$ cat src/rtl/core/scsa_ram.sv
// ----------------------------------------------------------------------------
// scsa_ram
// Generic simple dual-port RAM: one write port, one read port with a
// registered read.
// ----------------------------------------------------------------------------
module scsa_ram #(
    parameter int WIDTH = 8,
    parameter int DEPTH = 16
) (
    input  logic                                 aclk,
    input  logic                                 wr_en,
    input  logic [((DEPTH > 1) ? $clog2(DEPTH) : 1)-1:0] wr_addr,
    input  logic [WIDTH-1:0]                     wr_data,
    input  logic [((DEPTH > 1) ? $clog2(DEPTH) : 1)-1:0] rd_addr,
    output logic [WIDTH-1:0]                     rd_data
);

    logic [WIDTH-1:0] mem [DEPTH];
    logic [WIDTH-1:0] rd_data_reg;

    // Write port.
    always_ff @(posedge aclk) begin
        if (wr_en) begin
            mem[wr_addr] <= wr_data;
        end
    end

    // Registered read port.
    always_ff @(posedge aclk) begin
        rd_data_reg <= mem[rd_addr];
    end

    assign rd_data = rd_data_reg;

endmodule

$ cat config.mk
export PLATFORM = sky130hd
export DESIGN_NAME = scsa_ram
export DESIGN_NICKNAME = d
export VERILOG_FILES = /design/src/rtl/core/scsa_ram.sv
export SDC_FILE = /design/constraint.sdc
export NUM_CORES = 1
export LEC_CHECK = 0
export BUFFER_PORTS_ARGS = -buffer_cell sky130_fd_sc_hd__buf_2
export CAP_MARGIN = 20
export CELL_PAD_IN_SITES_DETAIL_PLACEMENT = 0
export CELL_PAD_IN_SITES_GLOBAL_PLACEMENT = 1
export CORE_MARGIN = 4
export CORE_UTILIZATION = 29
export CTS_CLUSTER_DIAMETER = 30
export DETAILED_ROUTE_END_ITERATION = 7
export GPL_ROUTABILITY_DRIVEN = 0
export PLACE_DENSITY_LB_ADDON = 0.1
export SYNTH_ARGS = -nofsm -noshare
export SYNTH_HDL_FRONTEND = slang
export SYNTH_SLANG_ARGS = --single-unit
$ cat constraint.sdc
create_clock -name aclk -period 4.4 [get_ports aclk]
set_clock_uncertainty 0.15 [all_clocks]
set_input_delay 0.88 -clock aclk [delete_from_list [all_inputs] [get_ports aclk]]
set_output_delay 0.88 -clock aclk [all_outputs]
set_load 0.1 [all_outputs]
==> results_dict.tcl, run 1 <==
set metrics [dict create \
    number_of_design_rule_violations_left_after_detail_routing 0 \
    avgSynthCellArea_um2 22.48 \
    vdd_ir_drop_max_v 0.0002688 \
    via_per_inst 4.684 \
    p_per_area_nw_per_um2 484.9 \
    largest_reg_flops 128 \
    final.hold.worst_slack_ns 0.5211 \
    routedWlPerCell_um 22.25 \
    die_height_um 141.2 \
    dp.final_hpwl_um 7264 \
    fin_crit_ns 2.412 \
    antenna_found_initial 0 \
    crit_reg_reg_endpoint "rd_data[7]$_DFF_P_" \
    dpl-instance-area_um2 5525 \
    grt_first_pass_wirelength_um 16890 \
    initial_utilization_pct 29.66 \
    reg2regPathDepth 3 \
    drtPass1Iterations 4 \
    routed-via-count 2384 \
    global_route.overflow_total 0 \
    syn_area_um2 5147 \
    timing_worst_setup_path_type "primary input to flop" \
    fraction_of_the_cycle_the_final_worst_path_needs_pct 54.82 \
    ys_seq_area_share_pct 77.78 \
    mappedNetlistNets 247 \
    grt_use_total_pct 12.26 \
    destination_of_the_worst_hold_path "rd_data[5]$_DFF_P_" \
    netlist_instances 229 \
    grt_start_max_net_pins 23 \
    synth_cell_types 19 \
    layoutNonFillerInstCount 509 \
    crit-reg2reg-launch "mem[2][7]$_DFFE_PP_" \
    final-setup-viol-count 0 \
    io_pins 26 \
    cts_buffer_depth 2 \
    core_um2 17360 \
    setup-tns-final_ns 0 \
    path_clk_slew_ns 0.06 \
    final-max-slew-violation-count 0 \
    final_cell_area_um2 6092 \
    grt_setup_unrepaired "no" \
    placement_rows 48 \
    total_power_mw 2.954 \
    tritoncts "built" \
    dr.first_iter.drc_count 215 \
    nature_of_the_critical_path_startpoint "primary input" \
    diodes 0 \
    max_slew_margin_pct 31.01 \
    rrSetupSlack_ns 2.81 \
    max_freq_mhz 414.6 \
    root_buffer "clkbuf_16" \
    port_buffers 25 \
    drt.antenna.violating_nets 0 \
    final_number_of_hold_violating_endpoints 0 \
    critPathCaptureType "flop" \
    cts.repair.resized 0 \
    cp_data_arrival_time_ns 2.56 \
    worstSkewPairLatency_ns 0.41 \
    critPathMaxFanout 19 \
    tightest_slew_ns 1.031 \
    clkSinkCount 136 \
    num-nets-final 289 \
    run_status "finished clean" \
    ctsHoldBuffers 0 \
    layout_stage_area_growth_over_the_synthesis_result_pct 18.35 \
    post_cts.repair.setup_buffers 0 \
    cts-buffers-inserted 17 \
    die_width_um 141.2 \
    wl_um 11330 \
    min_from "mem[14][5]$_DFFE_PP_" \
    dieArea_um2 19950 \
    place.detailed.instances 475 \
    h_tree_depth_reported_by_cts 4 \
    layout-drive-gt1-share_pct 27.82 \
    holdPathStages 3 \
    path_class_of_the_lowest_slack_min_delay_path "flop to flop" \
    ys_seq_elements 136 \
    timing.max_cap.violations 0 \
    synth_warnings 0 \
    timing.critical_path.required_ns 4.54 \
    static-leakage-power_nw 2.002 \
    first_global_vias 2502 \
]
[placed cells by master (no fill, tap or decap), types with 3 or more instances in the layout]
cell,netlist,routed
clkbuf_16,0,17
buf_2,3,25
edfxtp_1,128,128
mux4_2,18,18
clkinvlp_4,0,3
buf_4,1,5
clkbuf_1,0,5
nor3_1,4,4
dfxtp_1,8,8
a22oi_1,16,16
nor2_1,13,13
nand2_1,9,9
clkinv_2,0,4
mux4_1,14,14
[cell type report]
type                            instances  area, um^2
Multi-Input combinational cell         83        1057
Clock inverter                          8       72.57
Tap cell                              225       281.5
Sequential cell                       136        4004
Clock buffer                           24       471.7
Timing Repair Buffer                   33       205.2
Fill cell                            1618       11260
[worst max-delay path by stage]
stage	startpoint	end	slack (ns)
finish	rd_addr[0]	rd_data[3]$_DFF_P_	1.99
global route	rd_addr[0]	rd_data[3]$_DFF_P_	1.85
CTS	rd_addr[0]	rd_data[3]$_DFF_P_	1.97
detailed placement	rd_addr[0]	rd_data[3]$_DFF_P_	1.52
global placement	rd_addr[0]	rd_data[3]$_DFF_P_	1.51
floorplan	wr_addr[2]	mem[0][0]$_DFFE_PP_	1.88
[stage by stage]
step                      util (%)  setup WS (ns)
after floorplan                  -          1.877
after global placement       31.83          1.506
after detailed placement     31.83          1.524
after CTS                    34.97          1.969
after global routing         35.10          1.849
final                        35.10          1.988
[power by group]
part	leakage (nW)	internal [mW]	switching [mW]
combinational	0.518	0.0548	0.142
clock	0.260	0.802	0.499
sequential	1.22	1.45	0.00748
[cell usage after synthesis]
cell | number | area share [%]
a22oi_1 | 16 | 2.3
and2_1 | 1 | 0.12
nor3_1 | 4 | 0.39
nand3b_1 | 2 | 0.29
mux4_2 | 18 | 7.9
mux4_1 | 14 | 7.1
dfxtp_1 | 8 | 3.1
buf_2 | 3 | 0.29
nand2_1 | 9 | 0.66
or3b_2 | 1 | 0.17
nor2_1 | 13 | 0.95
edfxtp_1 | 128 | 75
nand2b_1 | 2 | 0.24
buf_6 | 3 | 0.66
and2b_1 | 1 | 0.15
nor2b_1 | 1 | 0.12
nand3_1 | 1 | 0.097
buf_4 | 1 | 0.15
clkdlybuf4s25_2 | 3 | 0.58
[cell families (layout without fill, tap and decap cells)]
family | count (synthesis) | count (layout) | share of synthesized area (%)
DFF | 136 | 136 | 77.78
and+or+nand+nor | 35 | 35 | 3.184
muxes | 32 | 32 | 15.02
AOI/OAI and AO/OA | 16 | 16 | 2.334
buffers and inverters | 10 | 65 | 1.677
[worst max-delay path, cell delays in order]
cell and delay [ns]:
buf_2 0.40, buf_12 0.27, mux4_1 0.59, a22oi_1 0.32, nand2_1 0.08
[layer usage]
metal  up-vias  share of wire (%)  global-route usage [%]
li1       1060                  -                       -
met1      1250                 46                   16.40
met2        62                 48                   18.81
met3        12                4.6                   3.392
met4         0                1.9                   5.201
met5         -                  0                       0
Note: power is estimated with default switching activity, not from simulation.
==> run 2: changes to the inputs <==
- clock period: 4.4 -> 2.29 ns (I/O delays scaled with it)
==> results_dict.tcl, run 2 (same netlist as run 1, synthesis figures left out) <==
set metrics [dict create \
    path_class_of_the_lowest_slack_min_delay_path "primary input to flop" \
    die_height_um 141.2 \
    antenna_found_initial 0 \
    fraction_of_the_cycle_the_final_worst_path_needs_pct 79.88 \
    dr.first_iter.drc_count 194 \
    multiInputGateArea_um2 1057 \
    tritoncts "built" \
    setup-tns-final_ns 0 \
    run_status "finished clean" \
    worstSkewPairLatency_ns 0.41 \
    cp_data_arrival_time_ns 1.22 \
    initial_utilization_pct 29.66 \
    core_um2 17360 \
    routed-via-count 2459 \
    max_slew_margin_pct 51.42 \
    critPathMaxFanout 1 \
    critical_path.n_buffers_inverters 1 \
    place.detailed.instances 498 \
    drtPass1Iterations 6 \
    nature_of_the_critical_path_startpoint "flop" \
    final_number_of_hold_violating_endpoints 0 \
    via_per_inst 4.640 \
    grt_start_max_net_pins 17 \
    cts.repair.resized 0 \
    root_buffer "clkbuf_16" \
    largest_reg_flops 128 \
    critical_path_s_slowest_cell "buf_2" \
    ctsHoldBuffers 0 \
    drt.antenna.violating_nets 0 \
    fin_crit_ns 1.829 \
    global_route.overflow_total 0 \
    tightest_slew_ns 0.7259 \
    io_pins 26 \
    final-seq-area_um2 4004 \
    port_buffers 25 \
    critical-path-max-stage-delay_ns 0.45 \
    placement_rows 48 \
    critPathCaptureType "output pin" \
    cts-buffers-inserted 17 \
    layout-drive-gt1-share_pct 34.43 \
    h_tree_depth_reported_by_cts 4 \
    layout_stage_area_growth_over_the_synthesis_result_pct 24.06 \
    die_width_um 141.2 \
    timing.max_cap.violations 0 \
    total_power_mw 6.197 \
    clkSinkCount 136 \
    timing.critical_path.required_ns 1.68 \
    p_per_area_nw_per_um2 970.3 \
    first_global_vias 2666 \
    critPathTopFamily "buffers and inverters" \
    max_freq_mhz 546.7 \
    layoutNonFillerInstCount 530 \
    final-max-slew-violation-count 0 \
    vdd_ir_drop_max_v 0.0005234 \
    cts_buffer_depth 2 \
    dieArea_um2 19950 \
    number_of_design_rule_violations_left_after_detail_routing 0 \
    routedWlPerCell_um 21.64 \
    most-common-layout-cells "edfxtp_1 (128), buf_4 (26), buf_2 (25), mux4_2 (18), clkbuf_16 (17)" \
    worstPathCellList "buf_2" \
    path_clk_slew_ns 0.06 \
    grt_first_pass_wirelength_um 17640 \
    grt_setup_unrepaired "no" \
    final_common_cell "edfxtp_1" \
    wl_um 11470 \
    nFillCells 1592 \
    num-nets-final 310 \
    static-leakage-power_nw 2.178 \
    grt_use_total_pct 12.60 \
    diodes 0 \
    post_cts.repair.setup_buffers 0 \
    dp.final_hpwl_um 7773 \
    timing_worst_setup_path_type "flop to output pin" \
    final-setup-viol-count 0 \
]
## run 2: changes by cell type in the layout (fill, tap and decap cells not counted), sizes merged
cell    before  now
buf         33   54
bufinv       1    5
clkbuf      24   20
## run 2: area by class of cell
cell class / instances / area share (%)
clock buffer: 20 / 7.308
clock inverter: 12 / 3.076
multi-input combinational: 83 / 16.56
sequential: 136 / 62.70
tap: 225 / 4.408
timing repair buffer: 54 / 5.956
## run 2: final timing paths
path / start / end / slack [ns] / cells past startpoint
setup / recovery: rd_data[7]$_DFF_P_ / rd_data[7] / 0.46 / 1
hold / removal: wr_data[4] / mem[6][4]$_DFFE_PP_ / 0.29 / 1
setup reg to reg: mem[1][3]$_DFFE_PP_ / rd_data[3]$_DFF_P_ / 0.69 / 3
hold reg to reg: mem[15][5]$_DFFE_PP_ / rd_data[5]$_DFF_P_ / 0.51 / 3
## run 2: where the power goes
group	internal, mW	total [mW]	leakage (nW)	switching (mW)
Clock	2.01	3.00	0.318	0.987
Sequential	2.78	2.80	1.22	0.0158
Combinational	0.121	0.397	0.636	0.276
Total	4.92	6.20	2.18	1.28
## run 2: layer usage
metal / GRT usage, % / part of all wire (%) / up-vias
li1: - / - / 1095
met1: 17.62 / 47 / 1301
met2: 18.71 / 48 / 50
met3: 3.664 / 3.3 / 13
met4: 4.589 / 1.7 / 0
met5: 0 / 0 / -
## run 2: worst register-to-register path, delay by kind of cell, from the launching register on
family / cells / cell delay [ns]
AO/OA/AOI/OAI: 1 / 0.33
flip-flops: 1 / 0.37
AND/OR/NAND/NOR: 1 / 0.09
multiplexers: 1 / 0.53
## run 2: through the flow
step	utilization [%]	hold slack (ns)	worst slack [ns]	area, um^2
finish	36.79	0.2867	0.4607	6386
global route	36.79	0.2901	0.4137	6386
CTS	36.79	0.2797	0.4307	6386
detailed placement	32.97	0.5190	0.1566	5723
global placement	32.97	0.5098	0.1373	5723
floorplan	-	0.4069	0.1891	5147
==> run 3: changes to the inputs <==
- ABC_AREA: default -> 1
- clock period: 2.29 -> 1.5 ns (I/O delays scaled with it)
==> results_dict.tcl, run 3 <==
set metrics [dict create \
    final_common_cell "nand2_1" \
    core_um2 19530 \
    ctsHoldBuffers 0 \
    worstSkewPairLatency_ns 0.42 \
    critical_path_s_slowest_cell "dfxtp_1" \
    max_slew_margin_pct 73.17 \
    critical-path-max-stage-delay_ns 0.40 \
    async_reset_ff_share_pct 0 \
    global_route.overflow_total 0 \
    timing.max_cap.violations 0 \
    crit-reg2reg-launch "mem[1][4]$_DFFE_PP_" \
    root_buffer "clkbuf_16" \
    synth_cell_types 12 \
    drtPass1Iterations 4 \
    ys_seq_elements 136 \
    timing_worst_setup_path_type "flop to output pin" \
    destination_of_the_worst_hold_path "mem[7][2]$_DFFE_PP_" \
    tightest_slew_ns 0.4024 \
    nFillCells 2006 \
    postSynth.topFlopCell "edfxtp_1" \
    clkSinkCount 136 \
    netlist_instances 551 \
    via_per_inst 4.286 \
    final-max-slew-violation-count 0 \
    rrSetupSlack_ns 0.33 \
    ys_top_cells_by_count "nand2_1 (173), edfxtp_1 (128), inv_1 (100)" \
    crit_reg_reg_endpoint "rd_data[4]$_DFF_P_" \
    antenna_found_initial 0 \
    grt_setup_unrepaired "no" \
    leading_post_synthesis_cells_by_cell_area "edfxtp_1 (67%), nand2_1 (11%), nand3_1 (8.4%)" \
    run_status "finished clean" \
    synthMostInstantiatedCell "nand2_1" \
    tritoncts "built" \
    synth_enable_flop_cells 128 \
    critPathMaxFanout 1 \
    path_class_of_the_lowest_slack_min_delay_path "primary input to flop" \
    critPathCaptureType "output pin" \
    die_height_um 149.0 \
    layout-drive-gt1-share_pct 14.68 \
    final.hold.worst_slack_ns 0.1572 \
    total_power_mw 8.829 \
    num-nets-final 625 \
    io_pins 26 \
    h_tree_depth_reported_by_cts 4 \
    ys_seq_area_share_pct 69.43 \
    grt_first_pass_wirelength_um 23210 \
    synth_top_area_share_pct 66.65 \
    cp_data_arrival_time_ns 1.00 \
    cts-buffers-inserted 17 \
    diodes 0 \
    placement_rows 51 \
    syn_area_um2 5767 \
    dieArea_um2 22210 \
    path_clk_slew_ns 0.06 \
    nature_of_the_critical_path_startpoint "flop" \
    post_cts.repair.setup_buffers 0 \
    final-setup-viol-count 0 \
    critical_path.n_buffers_inverters 1 \
    grt_use_total_pct 14.49 \
    vdd_ir_drop_max_v 0.0007592 \
    dp.final_hpwl_um 10180 \
    first_global_vias 3841 \
    number_of_design_rule_violations_left_after_detail_routing 0 \
    cts.repair.resized 5 \
    most-common-layout-cells "nand2_1 (173), edfxtp_1 (128), inv_1 (100), nand3_1 (97), buf_4 (32)" \
    initial_utilization_pct 29.53 \
    port_buffers 25 \
    final_number_of_hold_violating_endpoints 0 \
    holdPathStages 1 \
    fin_crit_ns 1.452 \
    routedWlPerCell_um 17.01 \
    min_from "wr_data[2]" \
    worstPathCellList "buf_12" \
    grt_start_max_net_pins 33 \
    wl_um 15060 \
    max_freq_mhz 688.5 \
    mappedNetlistNets 569 \
    critPathTopFamily "flip-flops" \
    die_width_um 149.0 \
    avgSynthCellArea_um2 10.47 \
    layout_stage_area_growth_over_the_synthesis_result_pct 21.91 \
    synth_warnings 0 \
    p_per_area_nw_per_um2 1256 \
    fraction_of_the_cycle_the_final_worst_path_needs_pct 96.83 \
    drt.antenna.violating_nets 0 \
    cts_buffer_depth 2 \
    timing.critical_path.required_ns 1.05 \
    reg2regPathDepth 6 \
    routed-via-count 3793 \
    static-leakage-power_nw 3.011 \
    synth_top_cell_by_area "edfxtp_1" \
    dr.first_iter.drc_count 195 \
    largest_reg_flops 128 \
]
-- run 3: cell count changes after synthesis, moves of 4 or more --
cell,change
mux4_1,-14
nor2_1,+4
nor3_1,-4
nand2_1,+164
buf_2,+10
nand3_1,+96
mux4_2,-18
inv_1,+100
a22oi_1,-16
-- run 3: logic make-up (layout without fill, tap and decap cells) --
family / count (synthesis) / after routing / synth area share [%]
flops: 136 / 136 / 69.43
simple gates: 289 / 289 / 21.05
buf+inv: 126 / 195 / 9.525
-- run 3: worst max path at each step --
stage                               end  cells past startpoint  slack [ns]                from
floorplan           mem[4][0]$_DFFE_PP_                      2         0.1          wr_addr[3]
global placement     rd_data[7]$_DFF_P_                      7       -0.16          rd_addr[0]
detailed placement   rd_data[7]$_DFF_P_                      7       -0.14          rd_addr[0]
CTS                          rd_data[3]                      1       0.004  rd_data[3]$_DFF_P_
global route                 rd_data[3]                      1       0.003  rd_data[3]$_DFF_P_
finish                       rd_data[2]                      1        0.05  rd_data[2]$_DFF_P_
-- run 3: cell type report --
class	count	area [um^2]	share of cell area (%)
timing repair buffer	61	565.5	8.044
sequential	136	4006	56.99
clock buffer	23	478.0	6.798
clock inverter	9	52.55	0.7475
multi-input combinational	289	1214	17.26
inverter	102	382.9	5.446
tap	265	331.6	4.716
-- run 3: stage by stage --
step	std cells	TNS, ns	instance area (um^2)	utilization, %	worst slack (ns)
after floorplan	551	0	5767	-	0.09916
after global placement	853	-0.4476	6482	33.20	-0.1564
after detailed placement	853	-0.6386	6482	33.20	-0.1392
after CTS	885	0	7029	36.00	0.004462
after global routing	885	0	7030	36.01	0.003306
final	885	0	7030	36.01	0.04751
-- run 3: report_power, final --
group          internal [mW]  total (mW)  switching, mW  leakage, nW
sequential              4.25        4.30         0.0443         1.22
combinational          0.261       0.820          0.559         1.54
clock                   2.22        3.71           1.49        0.252
-- run 3: routing by layer --
metal / share of wire [%] / vias up / global-route usage, %
met5: 0 / - / 0
met4: 0.93 / 0 / 4.851
met3: 2.9 / 7 / 2.796
met2: 48 / 48 / 23.10
met1: 48 / 1858 / 19.95
li1: - / 1880 / -
